--- config.mk ---
export PLATFORM = sky130hd
export DESIGN_NAME = gcd_lcm_unit_top_flat
export DESIGN_NICKNAME = d
export VERILOG_FILES = /design/src/hdl/gcl_pkg.sv /design/src/hdl/gcl_req_if.sv /design/src/hdl/gcl_rsp_if.sv /design/src/hdl/gcd_lcm_unit_top.sv /design/src/flat_wrapper.sv
export SDC_FILE = /design/constraint.sdc
export NUM_CORES = 1
export LEC_CHECK = 0
export ABC_CLOCK_PERIOD_IN_PS = 6300
export BUFFER_PORTS_ARGS = -buffer_cell sky130_fd_sc_hd__buf_2
export CORE_MARGIN = 3
export CORE_UTILIZATION = 40
export DETAILED_ROUTE_END_ITERATION = 8
export HOLD_SLACK_MARGIN = 0.1
export SETUP_SLACK_MARGIN = 0.2
export SYNTH_ARGS = -nofsm -noshare
export SYNTH_HDL_FRONTEND = slang
export SYNTH_SLANG_ARGS = --single-unit
--- constraint.sdc ---
create_clock -name clk -period 6.3 [get_ports clk]
set_clock_uncertainty 0.05 [all_clocks]
set_input_delay 1.26 -clock clk [delete_from_list [all_inputs] [get_ports clk]]
set_output_delay 1.26 -clock clk [all_outputs]
set_load 0.01 [all_outputs]
--- src/hdl/gcl_pkg.sv ---
`timescale 1ns / 1ps
// package for the gcd / lcm unit: operand width, derived widths and sequencer states
// no dependencies

package gcl_pkg;

  localparam int OPERAND_BITS = 16;
  localparam int PRODUCT_BITS = 2 * OPERAND_BITS;
  localparam int ALU_BITS     = PRODUCT_BITS + 1;
  localparam int SHIFT_BITS   = $clog2(OPERAND_BITS);

  typedef logic [OPERAND_BITS-1:0] operand_t;
  typedef logic [PRODUCT_BITS-1:0] product_t;
  typedef logic [ALU_BITS-1:0]     alu_word_t;
  typedef logic [SHIFT_BITS-1:0]   shift_t;

  typedef enum logic [2:0] {
    ST_IDLE,
    ST_GCD,
    ST_DIV,
    ST_MUL,
    ST_FINISH
  } state_t;

endpackage

--- src/hdl/gcl_req_if.sv ---
`timescale 1ns / 1ps
// request channel of the gcd / lcm unit: valid, ready and the two operands
// depends on gcl_pkg

interface gcl_req_if
  import gcl_pkg::*;
();
  logic     valid;
  logic     ready;
  operand_t first_value;
  operand_t second_value;

  modport source (output valid, output first_value, output second_value, input ready);
  modport sink   (input valid, input first_value, input second_value, output ready);
endinterface

--- src/hdl/gcl_rsp_if.sv ---
`timescale 1ns / 1ps
// response channel of the gcd / lcm unit: valid, ready, divisor, multiple and error flag
// depends on gcl_pkg

interface gcl_rsp_if
  import gcl_pkg::*;
();
  logic     valid;
  logic     ready;
  operand_t divisor;
  product_t multiple;
  logic     bad_input;

  modport source (output valid, output divisor, output multiple, output bad_input,
                  input ready);
  modport sink   (input valid, input divisor, input multiple, input bad_input,
                  output ready);
endinterface

--- src/hdl/gcd_lcm_unit_top.sv ---
`timescale 1ns / 1ps
// channel    dir   payload                                handshake
// req        in    first_value[16], second_value[16]      valid / ready
// rsp        out   divisor[16], multiple[32], bad_input   valid / ready
//
// one transaction at a time through a single shared add/subtract unit:
// binary gcd (shift, swap or subtract-and-halve per cycle), then OPERAND_BITS
// restoring divide steps for first/gcd and OPERAND_BITS shift-add steps for
// the product with second, then the hand-over to the response register; a zero
// operand goes from idle straight to the hand-over.
// req.ready is high only while the sequencer is idle; a held response does not
// block the next request, only the hand-over of its result.
// rst is synchronous and clears the sequencer and response valid.
// depends on gcl_pkg, gcl_req_if, gcl_rsp_if

module gcd_lcm_unit_top
  import gcl_pkg::*;
(
  input  logic          clk,
  input  logic          rst,
  gcl_req_if.sink       req,
  gcl_rsp_if.source     rsp
);

  state_t    state, state_next;
  operand_t  x, x_next;
  operand_t  y, y_next;
  shift_t    k, k_next;
  shift_t    cnt, cnt_next;
  operand_t  a_hold, a_hold_next;
  operand_t  b_hold, b_hold_next;
  operand_t  g, g_next;
  operand_t  rem, rem_next;
  operand_t  q, q_next;
  product_t  acc, acc_next;
  logic      bad, bad_next;

  logic      rsp_valid, rsp_valid_next;
  operand_t  rsp_div, rsp_div_next;
  product_t  rsp_mul, rsp_mul_next;
  logic      rsp_bad, rsp_bad_next;

  // shared add/subtract unit
  alu_word_t alu_a, alu_b, alu_res;
  logic      alu_sub;
  logic      borrow;

  assign alu_res = alu_a + (alu_b ^ {ALU_BITS{alu_sub}}) + alu_word_t'(alu_sub);
  assign borrow  = alu_res[ALU_BITS-1];

  assign req.ready     = (state == ST_IDLE);
  assign rsp.valid     = rsp_valid;
  assign rsp.divisor   = rsp_div;
  assign rsp.multiple  = rsp_mul;
  assign rsp.bad_input = rsp_bad;

  always_comb begin
    state_next     = state;
    x_next         = x;
    y_next         = y;
    k_next         = k;
    cnt_next       = cnt;
    a_hold_next    = a_hold;
    b_hold_next    = b_hold;
    g_next         = g;
    rem_next       = rem;
    q_next         = q;
    acc_next       = acc;
    bad_next       = bad;
    rsp_valid_next = rsp_valid;
    rsp_div_next   = rsp_div;
    rsp_mul_next   = rsp_mul;
    rsp_bad_next   = rsp_bad;
    alu_a          = '0;
    alu_b          = '0;
    alu_sub        = 1'b1;

    if (rsp_valid && rsp.ready) begin
      rsp_valid_next = 1'b0;
    end

    case (state)
      ST_IDLE: begin
        if (req.valid) begin
          a_hold_next = req.first_value;
          b_hold_next = req.second_value;
          x_next      = req.first_value;
          y_next      = req.second_value;
          k_next      = '0;
          if (req.first_value == '0 || req.second_value == '0) begin
            bad_next   = 1'b1;
            g_next     = '0;
            acc_next   = '0;
            state_next = ST_FINISH;
          end else begin
            bad_next   = 1'b0;
            state_next = ST_GCD;
          end
        end
      end

      ST_GCD: begin
        alu_a = alu_word_t'(x);
        alu_b = alu_word_t'(y);
        if (!x[0] && !y[0]) begin
          x_next = x >> 1;
          y_next = y >> 1;
          k_next = k + shift_t'(1);
        end else if (!x[0]) begin
          x_next = x >> 1;
        end else if (!y[0]) begin
          y_next = y >> 1;
        end else if (alu_res == '0) begin
          g_next     = operand_t'(x << k);
          rem_next   = '0;
          q_next     = a_hold;
          cnt_next   = shift_t'(OPERAND_BITS - 1);
          state_next = ST_DIV;
        end else if (borrow) begin
          // keep the larger odd value in x
          x_next = y;
          y_next = x;
        end else begin
          x_next = alu_res[OPERAND_BITS:1];
        end
      end

      ST_DIV: begin
        alu_a  = alu_word_t'({rem, q[OPERAND_BITS-1]});
        alu_b  = alu_word_t'(g);
        q_next = {q[OPERAND_BITS-2:0], ~borrow};
        if (borrow) begin
          rem_next = {rem[OPERAND_BITS-2:0], q[OPERAND_BITS-1]};
        end else begin
          rem_next = alu_res[OPERAND_BITS-1:0];
        end
        if (cnt == '0) begin
          acc_next   = '0;
          cnt_next   = shift_t'(OPERAND_BITS - 1);
          state_next = ST_MUL;
        end else begin
          cnt_next = cnt - shift_t'(1);
        end
      end

      ST_MUL: begin
        alu_sub  = 1'b0;
        alu_a    = alu_word_t'({acc[PRODUCT_BITS-2:0], 1'b0});
        alu_b    = q[OPERAND_BITS-1] ? alu_word_t'(b_hold) : '0;
        acc_next = alu_res[PRODUCT_BITS-1:0];
        q_next   = {q[OPERAND_BITS-2:0], 1'b0};
        if (cnt == '0) begin
          state_next = ST_FINISH;
        end else begin
          cnt_next = cnt - shift_t'(1);
        end
      end

      ST_FINISH: begin
        if (!rsp_valid || rsp.ready) begin
          rsp_valid_next = 1'b1;
          rsp_div_next   = g;
          rsp_mul_next   = acc;
          rsp_bad_next   = bad;
          state_next     = ST_IDLE;
        end
      end

      default: begin
        state_next = ST_IDLE;
      end
    endcase
  end

  always_ff @(posedge clk) begin
    if (rst) begin
      state     <= ST_IDLE;
      rsp_valid <= 1'b0;
    end else begin
      state     <= state_next;
      rsp_valid <= rsp_valid_next;
    end
  end

  always_ff @(posedge clk) begin
    x       <= x_next;
    y       <= y_next;
    k       <= k_next;
    cnt     <= cnt_next;
    a_hold  <= a_hold_next;
    b_hold  <= b_hold_next;
    g       <= g_next;
    rem     <= rem_next;
    q       <= q_next;
    acc     <= acc_next;
    bad     <= bad_next;
    rsp_div <= rsp_div_next;
    rsp_mul <= rsp_mul_next;
    rsp_bad <= rsp_bad_next;
  end

endmodule

--- src/flat_wrapper.sv ---
// flat-port wrapper written by rule: the top's interface ports become plain ports
module gcd_lcm_unit_top_flat import gcl_pkg::*;
  (clk, rst, req_valid, req_first_value, req_second_value, req_ready, rsp_valid, rsp_divisor, rsp_multiple, rsp_bad_input, rsp_ready);
  gcl_req_if req_i ();
  gcl_rsp_if rsp_i ();
  input  logic clk;
  input  logic rst;
  input wire logic [$bits(req_i.valid)-1:0] req_valid;
  input wire logic [$bits(req_i.first_value)-1:0] req_first_value;
  input wire logic [$bits(req_i.second_value)-1:0] req_second_value;
  output wire logic [$bits(req_i.ready)-1:0] req_ready;
  output wire logic [$bits(rsp_i.valid)-1:0] rsp_valid;
  output wire logic [$bits(rsp_i.divisor)-1:0] rsp_divisor;
  output wire logic [$bits(rsp_i.multiple)-1:0] rsp_multiple;
  output wire logic [$bits(rsp_i.bad_input)-1:0] rsp_bad_input;
  input wire logic [$bits(rsp_i.ready)-1:0] rsp_ready;
  assign req_i.valid = req_valid;
  assign req_i.first_value = req_first_value;
  assign req_i.second_value = req_second_value;
  assign req_ready = req_i.ready;
  assign rsp_valid = rsp_i.valid;
  assign rsp_divisor = rsp_i.divisor;
  assign rsp_multiple = rsp_i.multiple;
  assign rsp_bad_input = rsp_i.bad_input;
  assign rsp_i.ready = rsp_ready;
  gcd_lcm_unit_top u_core (.clk(clk), .rst(rst), .req(req_i), .rsp(rsp_i));
endmodule
* Word-level counts from Yosys, hierarchy flattened *
Cells that the tools add are included.
Widths: inputs -> output; s select.

storage, ports and cells
  word-level logic and storage cells = 138
  bits in registers = 206
  output and inout port bits = 51

cells by class
  mux-type cells = 64
  $add $sub $neg = 4
  bitwise operators = 2
  shift-type cells = 1
  reductions and logical operators = 29
  equal/unequal tests = 20

operator list
  kind                number
  $mux 16             28
  $pmux 32 s3         2
  $pmux 16 s2         4
  $pmux 33 s3         1
  $mux 32             3
  $pmux 16 s3         1
  $add 32x33->33      1
  $add 33x1->33       1
  $logic_not 33->1    1
  $xor 33x33->33      1
  $logic_not 16->1    2
  $mux 4              8
  $mux 3              9
  $ne 2x1->1 const B  8
  $ne 4x4->1 const B  4
  $shl 16x4->16       1
  $pmux 3 s5          1
  $reduce_and 5->1    3
  $pmux 4 s3          1
  $pmux 4 s2          1
  $reduce_and 4->1    2
  $reduce_and 8->1    1
  $reduce_and 7->1    1
  $eq 3x2->1 const B  2
  18 further kinds    33

* Logic depth before layout (Yosys ltp) *
Gate-level depths: netlist (run 1).

  depth in word-level cells = 11
  mapped depth = 20
  gate-level depth less buffers = 15

* Worst setup path before layout (run 1) *
No wires, ideal clock.

  path kind = register -> register
  start point = register u_core.state[1]
  end point = register u_core.g[0] (enable)
  library setup time = 414 ps
  slack = 643 ps
  period minus slack after synthesis = 5657 ps
  arrival time = 5193 ps
  cell stages (with the launch flop) = 18
  cells stage by stage = dfxtp_1 -> buf_2 -> clkbuf_1 -> nor2b_1 -> clkbuf_1 -> a22oi_1 -> or2_2 -> ha_1 -> buf_2 -> a21oi_1 -> o21ai_1 -> or2_1 -> o311a_2 -> o21ai_1 -> xnor2_1 -> and4bb_1 -> nand4_1 -> a211oi_1

between the ends
  word-level cells in the longest chain between the ends = 8
  elaborated cells between the ends (all ways) = 19
  those cells by class = 2 x add/sub; 9 x eq/ne; 3 x mux; 1 x bitwise; 4 x reduce/logical

RTL lines
  element                                          RTL line                 RTL
  start, declared                                  gcd_lcm_unit_top.sv:25   state_t state, state_next;
  start signal, assigned                           gcd_lcm_unit_top.sv:180  state <= state_next;
  $eq 3x2->1 / $eq 3x1->1 (equally long branches)  gcd_lcm_unit_top.sv:82   case (state)
  $pmux 33 s3 / $mux 1 (equally long branches)     gcd_lcm_unit_top.sv:82
  $xor 33x33->33                                   gcd_lcm_unit_top.sv:48   assign alu_res = alu_a + (alu_b ^ {ALU_BITS{alu_sub}}) + alu_word_t'(alu_sub);
  $add 32x33->33                                   gcd_lcm_unit_top.sv:48
  $add 33x1->33                                    gcd_lcm_unit_top.sv:48
  $logic_not 33->1                                 gcd_lcm_unit_top.sv:113  end else if (alu_res == '0) begin
  $ne 2x1->1 (no source line)                      --
  $reduce_and 7->1 (no source line) *              --
  end signal, assigned                             gcd_lcm_unit_top.sv:192  g <= g_next;
  end, declared                                    gcd_lcm_unit_top.sv:32   operand_t g, g_next;

Mark *: on every way between the ends. The rest lies on a longest branch, timed or not.
A chain may end at the register's enable or synchronous reset.

* Worst setup path after layout (run 1) *
  start point = register u_core.state[1]
  end point = register u_core.x[15] (enable)

between the ends
  word-level cells in the longest chain between the ends = 8
  elaborated cells between the ends (all ways) = 16
  those cells by class = 2 x add/sub; 6 x eq/ne; 3 x mux; 1 x bitwise; 4 x reduce/logical

RTL lines
  element                                          RTL line                 RTL
  $eq 3x2->1 / $eq 3x1->1 (equally long branches)  gcd_lcm_unit_top.sv:82
  $pmux 33 s3 / $mux 1 (equally long branches)     gcd_lcm_unit_top.sv:82
  $xor 33x33->33                                   gcd_lcm_unit_top.sv:48
  $add 32x33->33                                   gcd_lcm_unit_top.sv:48
  $add 33x1->33                                    gcd_lcm_unit_top.sv:48
  $logic_not 33->1                                 gcd_lcm_unit_top.sv:113
  $ne 4x4->1 (no source line)                      --
  $reduce_and 4->1 (no source line) *              --
  end signal, assigned                             gcd_lcm_unit_top.sv:186  x <= x_next;
  end, declared                                    gcd_lcm_unit_top.sv:26   operand_t x, x_next;

Marks and branches as above.

==> impl.org, run 1 <==
** Outcome
- The run finished with clean final reports.

** Synthesis
- In this run, synthesis produced a sequential element count of 206.
- Net count of the mapped netlist :: 1237
- Averaged over all synthesized cells, the footprint is 10.2 um^2.
- Most instantiated flip-flop cell in the synthesis netlist :: sky130_fd_sc_hd__edfxtp_1
- Most instantiated library cell after synthesis :: sky130_fd_sc_hd__edfxtp_1
- Summed over its instances, the top area cell type makes up 50.6% of the synthesized netlist area.
- Share of synthesized registers carrying an async set or reset :: 0%
- During synthesis, Yosys emitted a total of 0 warnings.
- The share of the Yosys chip area taken by registers is 51.2%.
- Counting every instance in the synthesized netlist gives 1177.
- Number of enable-type register cells in the synthesized netlist :: 202
- Synthesized area :: 12000 um^2
- Yosys top cell by area :: sky130_fd_sc_hd__edfxtp_1
- Top cells by area, synth :: sky130_fd_sc_hd__edfxtp_1, sky130_fd_sc_hd__mux2i_1, sky130_fd_sc_hd__nand2_1
- The netlist uses 92 different library cells.
- The commonest cells after synthesis are sky130_fd_sc_hd__edfxtp_1, sky130_fd_sc_hd__nand2_1, sky130_fd_sc_hd__nor2_1.

** STA
- Hold Vio Cnt, Final :: 0
- Final worst setup slack :: 0.793 ns
- The worst path in the final design needs a cycle of 5.51 ns, including I/O delays and setup.
- The worst pin sits at a relative slew slack of 28.9%.
- Setup violations remaining at the end of the flow were counted as 0.
- RSZ-0062 raised after global routing :: no
- Static timing analysis puts the maximum clock frequency at 182 MHz.
- Final critical-path share of the clock period :: 87.4%
- At the pin with the least slew margin, the transition time is 1.07 ns.
- Max-slew violation count :: 0
- Final sum of negative setup slack :: 0 ns

** Power and ir drop
- In this run the power spent charging and discharging nets is 2.43 mW.
- PD cells :: 425 nW/um^2
- The internal portion of the total power is 3.35 mW.
- Relative contribution of sequential cells to total power :: 32.3%
- Static power due to leakage :: 4.97 nW
- In this run, the clock network consumes 24.9% of the power.
- Switching power share of the total :: 42.0%
- Total power for the finished layout comes to 5.78 mW.
- Worst-case vdd ir drop :: 215 uV
- Combinational share of power :: 42.8%

** Clock network
- Post-CTS timing repair inserted 0 buffers for setup.
- Buffers inserted during clock tree synthesis total 24.
- Clock input transition at the sequential cells of the worst setup and hold paths :: 0.06 ns
- Number of hold-repair buffers added at the cts stage :: 0
- In this run the number of H-tree levels came out at 1.
- Post-cts resize count :: 0
- Clk_lat worst skew :: 0.55 ns
- Buffer levels on the longest clock path :: 3
- Clock tree synthesis selected as its root buffer the cell sky130_fd_sc_hd__clkbuf_16.
- Number of sinks on the clock net :: 206
- TritonCTS clock tree :: yes

** Worst setup path
- Slowest stage cell, crit path :: sky130_fd_sc_hd__a2111oi_0
- Largest stage delay on the critical path :: 0.67 ns
- The worst setup path is of the flop to flop kind.
- In this run the number of cells on the critical path is 15.
- Broken down by cell family, the worst path's largest delay share belongs to compound AO/OA/AOI/OAI gates.
- Traced cell by cell, the critical path runs through buf_4 -> and2_1 -> a21oi_1 -> a22oi_1 -> or2_2 -> ha_1 -> nand2_1 -> o21ai_0 -> nor2_1 -> a2111oi_0 -> nor3_1 -> a211oi_1 -> and4bb_1 -> nand4_4 -> a31o_1.
- At the worst endpoint, the required time is 6.43 ns.
- Counting cells, the worst reg-to-reg path comes to 15.
- Critical path arrival :: 5.64 ns
- The worst setup path is captured at a flop.
- Nature of the critical path startpoint :: flop
- Along the worst path, the maximum fanout reaches 32.
- The number of buffers and inverters on the critical path is 1.

** Hold path
- The path class of the tightest hold or removal check is flop to flop.
- Hold path depth :: 0

** Routing
- In the routed design, unresolved DRC markers number 0.
- Wire length per cell :: 23.4 um
- For this block, the initial DRC count from the detailed router was 1231.
- Summing over every cut layer, the via total after detailed routing is 9898.
- For this run, the detailed router's first-pass iteration total came to 6.
- Vias/cell :: 6.04
- Drt total wl :: 38400 um
- Post-route antenna net violation count :: 0

** Floorplan
- Floorplan die height :: 179 um
- Core Region :: 29100 um^2
- Overall die area :: 32100 um^2
- Std cell rows :: 62
- The die is 179 um wide.
- Once the floorplan was initialized, standard cells occupied 41.2% of the core.
- Number of top-level pins :: 87

** Final layout
- Of the cells placed in the final design, the portion with a size suffix greater than 1 is 15.8%.
- Fin util :: 46.8%
- The layout has 2719 filler cells.
- Diode insertion count for antenna repair :: 0
- Net count reported at finish :: 1297
- Compared with the post-synthesis result, the final layout area differs by 13.4%.

** GRT
- Entering global routing, the biggest net connects 46 pins.
- Vias in the first global route :: 9081
- Total congestion overflow :: 0
- Antenna violations before repair :: 0
- Global routing used 23.7% of the available tracks across all layers.
- The first global-routing pass estimated 56900 um of wire.

** Job
- Maximum capacitance violations :: 0

** Placement
- GP Congestion :: 0.989
- The count of buffers added on input and output ports is 86.
- Timing analysis after detailed placement gives a worst setup slack of 0.953 ns.
- Summed over all nets, the half-perimeter wirelength after detailed placement is 28200 um.
## area by class of cell
type                    instances  area (um^2)  share of cell area, %
clock buffers                  28          616                   4.52
clock inverters                16          201                   1.48
flip-flops and latches        206         6150                   45.2
well taps                     384          480                   3.53
multi-input cells             877         5500                   40.4
inverters                      21         78.8                  0.579
repair buffers                107          588                   4.32
## cell usage in the layout (no fill, tap or decap), types with 8 or more instances in the layout
cell                        synthesis  layout
sky130_fd_sc_hd__nand2_1          148     148
sky130_fd_sc_hd__nand4_1           12      12
sky130_fd_sc_hd__edfxtp_1         202     202
sky130_fd_sc_hd__nand3_1           14      14
sky130_fd_sc_hd__xor2_1             9       9
sky130_fd_sc_hd__clkbuf_16          0      24
sky130_fd_sc_hd__nor3_1            26      26
sky130_fd_sc_hd__o21a_1            10      10
sky130_fd_sc_hd__ha_1              23      23
sky130_fd_sc_hd__nor2_1           118     118
sky130_fd_sc_hd__or3_1              9       9
sky130_fd_sc_hd__mux2i_1           57      57
sky130_fd_sc_hd__nand2b_1          11      11
sky130_fd_sc_hd__buf_4              3      21
sky130_fd_sc_hd__a22oi_1           14      14
sky130_fd_sc_hd__o21ai_0           57      57
sky130_fd_sc_hd__a211oi_1          20      19
sky130_fd_sc_hd__nor2b_1            9       8
sky130_fd_sc_hd__and2_1            23      23
sky130_fd_sc_hd__a21oi_1          107     107
sky130_fd_sc_hd__a21o_1             9       9
sky130_fd_sc_hd__inv_1             18      18
sky130_fd_sc_hd__o21ai_1           11      11
sky130_fd_sc_hd__xnor2_1           16      16
sky130_fd_sc_hd__nor4_1            13      13
sky130_fd_sc_hd__or2_2             15      15
sky130_fd_sc_hd__o211ai_1          12      12
sky130_fd_sc_hd__nor3b_1           17      17
sky130_fd_sc_hd__buf_2             13      86
## per-stage QoR
step | cells | area (um^2) | hold slack (ns)
floorplan | 1177 | 12000 | 0.350
global placement | 1595 | 12800 | 0.353
detailed placement | 1595 | 12800 | 0.366
CTS | 1639 | 13600 | 0.381
global route | 1639 | 13600 | 0.388
finish | 1639 | 13600 | 0.377
## layer usage
| layer | track usage [%] | wire length, um | vias up |
|---|---|---|---|
| li1 | - | - | 4535 |
| met1 | 35.8 | 16900 | 4745 |
| met2 | 34.9 | 16400 | 549 |
| met3 | 3.90 | 3840 | 69 |
| met4 | 6.83 | 1180 | 0 |
| met5 | 0 | 0 | - |
## power by group through the flow
| stage | registers [mW] | clock network (mW) | logic (mW) |
|---|---|---|---|
| after floorplan | 1.73 | 0 | 1.75 |
| after global placement | 1.88 | 0 | 2.40 |
| after detailed placement | 1.88 | 0 | 2.39 |
| after CTS | 1.85 | 1.46 | 2.41 |
| after global routing | 1.87 | 1.53 | 2.66 |
| final | 1.87 | 1.44 | 2.47 |
## worst paths after layout
path | startpoint | to | slack [ns]
worst max-delay path | u_core.state[1] | u_core.x[15] | 0.79
worst min-delay path | u_core.acc[31] | u_core.rsp.multiple[31] | 0.38
worst max register to register | u_core.state[1] | u_core.x[15] | 0.79
worst min register to register | u_core.acc[31] | u_core.rsp.multiple[31] | 0.38
## kinds of logic (layout without fill, tap and decap cells)
| logic type | count (synthesis) | in the layout | share of synthesized area, % |
|---|---|---|---|
| fa+ha+maj | 24 | 24 | 2.57 |
| mux | 65 | 65 | 5.79 |
| compound gates | 313 | 313 | 16.8 |
| xor+xnor | 25 | 25 | 1.83 |
| flops | 206 | 206 | 51.2 |
| simple gates | 450 | 450 | 18.6 |
| buf+inv | 94 | 172 | 3.17 |
No activity file was read; power rests on OpenSTA's default activity.
==> inputs of run 2 (changes only) <==
--- a/config.mk
+++ b/config.mk
@@ -7,6 +7,7 @@
 export LEC_CHECK = 0
 export ABC_CLOCK_PERIOD_IN_PS = 6300
 export BUFFER_PORTS_ARGS = -buffer_cell sky130_fd_sc_hd__buf_2
+export CORE_ASPECT_RATIO = 1.25
 export CORE_MARGIN = 3
 export CORE_UTILIZATION = 40
 export DETAILED_ROUTE_END_ITERATION = 8
==> run 2 against run 1 <==
Sequential power about the same. Critical endpoint is now u_core.x[7]. Die area is essentially flat. Non-clock buffer count increased by 2. Final area about the same. Final cell count up 0.61%. Register-to-register slack worse by 0.19 ns.
==> impl.org, run 2 (synthesis results as in run 1) <==
** Floorplan
- In this run the count of I/O pins placed on the die edge is 87.
- From bottom edge to top edge, the die measures 200 um.
- Die X :: 161 um
- Initial core utilization :: 40.8%
- The die covers 32100 um^2.
- Core Region :: 29400 um^2
- Std cell rows :: 70

** Power and ir drop
- The analysis attributes to cell leakage a power of 4.98 nW.
- Worst-case vdd ir drop :: 201 uV
- PD cells :: 429 nW/um^2

** Worst setup path
- The number of cells on the worst reg-to-reg path is 16.
- STA classifies the critical path startpoint as a flop.
- The worst setup path is captured at a flop.
- In this run the worst path has a maximum fanout of 36.
- Setup Crit Path Kind :: flop to flop
- STA puts the critical path data arrival time at 5.80 ns.
- STA puts the critical path data required time at 6.40 ns.

** Routing
- Starting DRC count in detailed routing :: 1022
- DR vias :: 9780
- Post-route antenna net violation count :: 0
- For this run, design rule violations remaining after detail routing come to 0.
- Wire length per cell :: 24.3 um
- The pre-antenna-repair detailed-routing pass consisted of 5 iterations.
- Wires add up to 40100 um.
- Vias/cell :: 5.93

** Hold path
- The tightest min-delay check is of the flop to flop type.
- Hold path depth :: 0

** Clock network
- The clock net in this run drives a total of 206 sinks.
- Maximum level of the CTS H-tree :: 1
- TritonCTS clock tree :: yes
- Clock input transition at the sequential cells of the worst setup and hold paths :: 0.06 ns
- In this run the post-CTS setup repair buffer count came out at 0.
- Clk_lat worst skew :: 0.52 ns
- CTS root buf :: sky130_fd_sc_hd__clkbuf_16
- In this run the deepest clock path goes through 3 buffers.
- Clock buffer count from CTS :: 22
- In this run, post-CTS repair resized a total of 0 instances.
- Number of hold-repair buffers added at the cts stage :: 0

** Final layout
- Fin util :: 46.2%
- 0 antenna diodes ended up in the layout.
- Net count reported at finish :: 1297
- Leaving out fill and tap cells, the most frequent cell in the layout is sky130_fd_sc_hd__edfxtp_1.
- Relative to the synthesized area, the layout overhead comes to 13.4%.
- In the final layout, the share of cells above drive strength 1 is 15.7%.
- In the layout the commonest cells are sky130_fd_sc_hd__edfxtp_1, sky130_fd_sc_hd__nand2_1, sky130_fd_sc_hd__nor2_1.

** GRT
- Vias in the first global route :: 9447
- The number of antenna violations at the first check in global routing came to 0.
- Largest net degree at the start of global routing :: 45
- For this run the aggregate overflow at the end of global routing stands at 0.
- GRT Total Usage :: 24.7%
- The first global-routing pass estimated 59700 um of wire.

** STA
- The worst pin sits at a relative slew slack of 30.1%.
- For the pin with the worst max-slew slack, the measured transition is 1.05 ns.
- Timing would allow up to 176 MHz.
- RSZ-0062 raised after global routing :: no
- Number of setup violations in the final report :: 0
- After layout, the worst path uses 90.4% of the clock period.
- The max-slew violation count was 0.
- Final worst path period need :: 5.70 ns
- The final hold violation count is 0.
- Final sum of negative setup slack :: 0 ns

** Placement
- Once detailed placement completed, the half-perimeter wirelength came to 30100 um.
- Count of input and output buffers :: 86
- The congestion estimate from routability-driven global placement came to 0.997.

** Outcome
- The run finished with clean final reports.

** Job
- Max-cap violations in this run came to 0.
## run 2: worst max-delay path, stage by stage, from the launching register on
cell and delay [ns]:
sky130_fd_sc_hd__dfxtp_2 0.33, sky130_fd_sc_hd__buf_4 0.32, sky130_fd_sc_hd__and2_1 0.52, sky130_fd_sc_hd__nand2_1 0.10, sky130_fd_sc_hd__o211ai_1 0.13, sky130_fd_sc_hd__a21o_1 0.19, sky130_fd_sc_hd__inv_1 0.07, sky130_fd_sc_hd__fa_1 0.44
sky130_fd_sc_hd__nand2b_1 0.20, sky130_fd_sc_hd__a21oi_1 0.31, sky130_fd_sc_hd__o21ai_1 0.27, sky130_fd_sc_hd__a2111oi_0 0.82, sky130_fd_sc_hd__nor3_1 0.12, sky130_fd_sc_hd__a211oi_1 0.36, sky130_fd_sc_hd__and4bb_1 0.32, sky130_fd_sc_hd__nand4_4 0.16
sky130_fd_sc_hd__a31o_1 0.60
## run 2: report_power, final
group | switching, mW | internal [mW] | leakage (nW)
combinational | 1.70 | 0.866 | 2.71
sequential | 0.210 | 1.65 | 1.89
clock | 0.557 | 0.852 | 0.382
total | 2.47 | 3.36 | 4.98
## run 2: cell type report
cell class                 instances  area, um^2
clock buffer                      24         558
tap                              396         495
multi-input combinational        877        5500
sequential                       206        6150
timing repair buffer             109         603
inverter                          21        78.8
clock inverter                    16         225
fill                            2847       15800
## run 2: final timing paths
| path | end | start | slack, ns |
|---|---|---|---|
| setup / recovery | u_core.x[7] | u_core.state[1] | 0.60 |
| hold reg to reg | u_core.rsp.multiple[31] | u_core.acc[31] | 0.37 |
| hold / removal | u_core.rsp.multiple[31] | u_core.acc[31] | 0.37 |
| setup reg to reg | u_core.x[7] | u_core.state[1] | 0.60 |
## run 2: per-layer routing
| layer | GRT usage [%] | vias to the layer above | wire length [um] |
|---|---|---|---|
| li1 | - | 4522 | - |
| met1 | 31.5 | 4708 | 15900 |
| met2 | 42.3 | 449 | 19300 |
| met3 | 2.59 | 101 | 2690 |
| met4 | 11.9 | 0 | 2190 |
| met5 | 0 | - | 0 |
## run 2: metrics by stage
stage               std cells  hold slack [ns]  cell area (um^2)  worst slack (ns)  power [mW]
floorplan                1177            0.350             12000             0.643        3.48
global placement         1609            0.351             12800             0.783        4.39
detailed placement       1609            0.361             12800             0.787        4.38
CTS                      1649            0.375             13600             0.754        5.79
global route             1649            0.378             13600             0.296        6.08
finish                   1649            0.371             13600             0.604        5.83
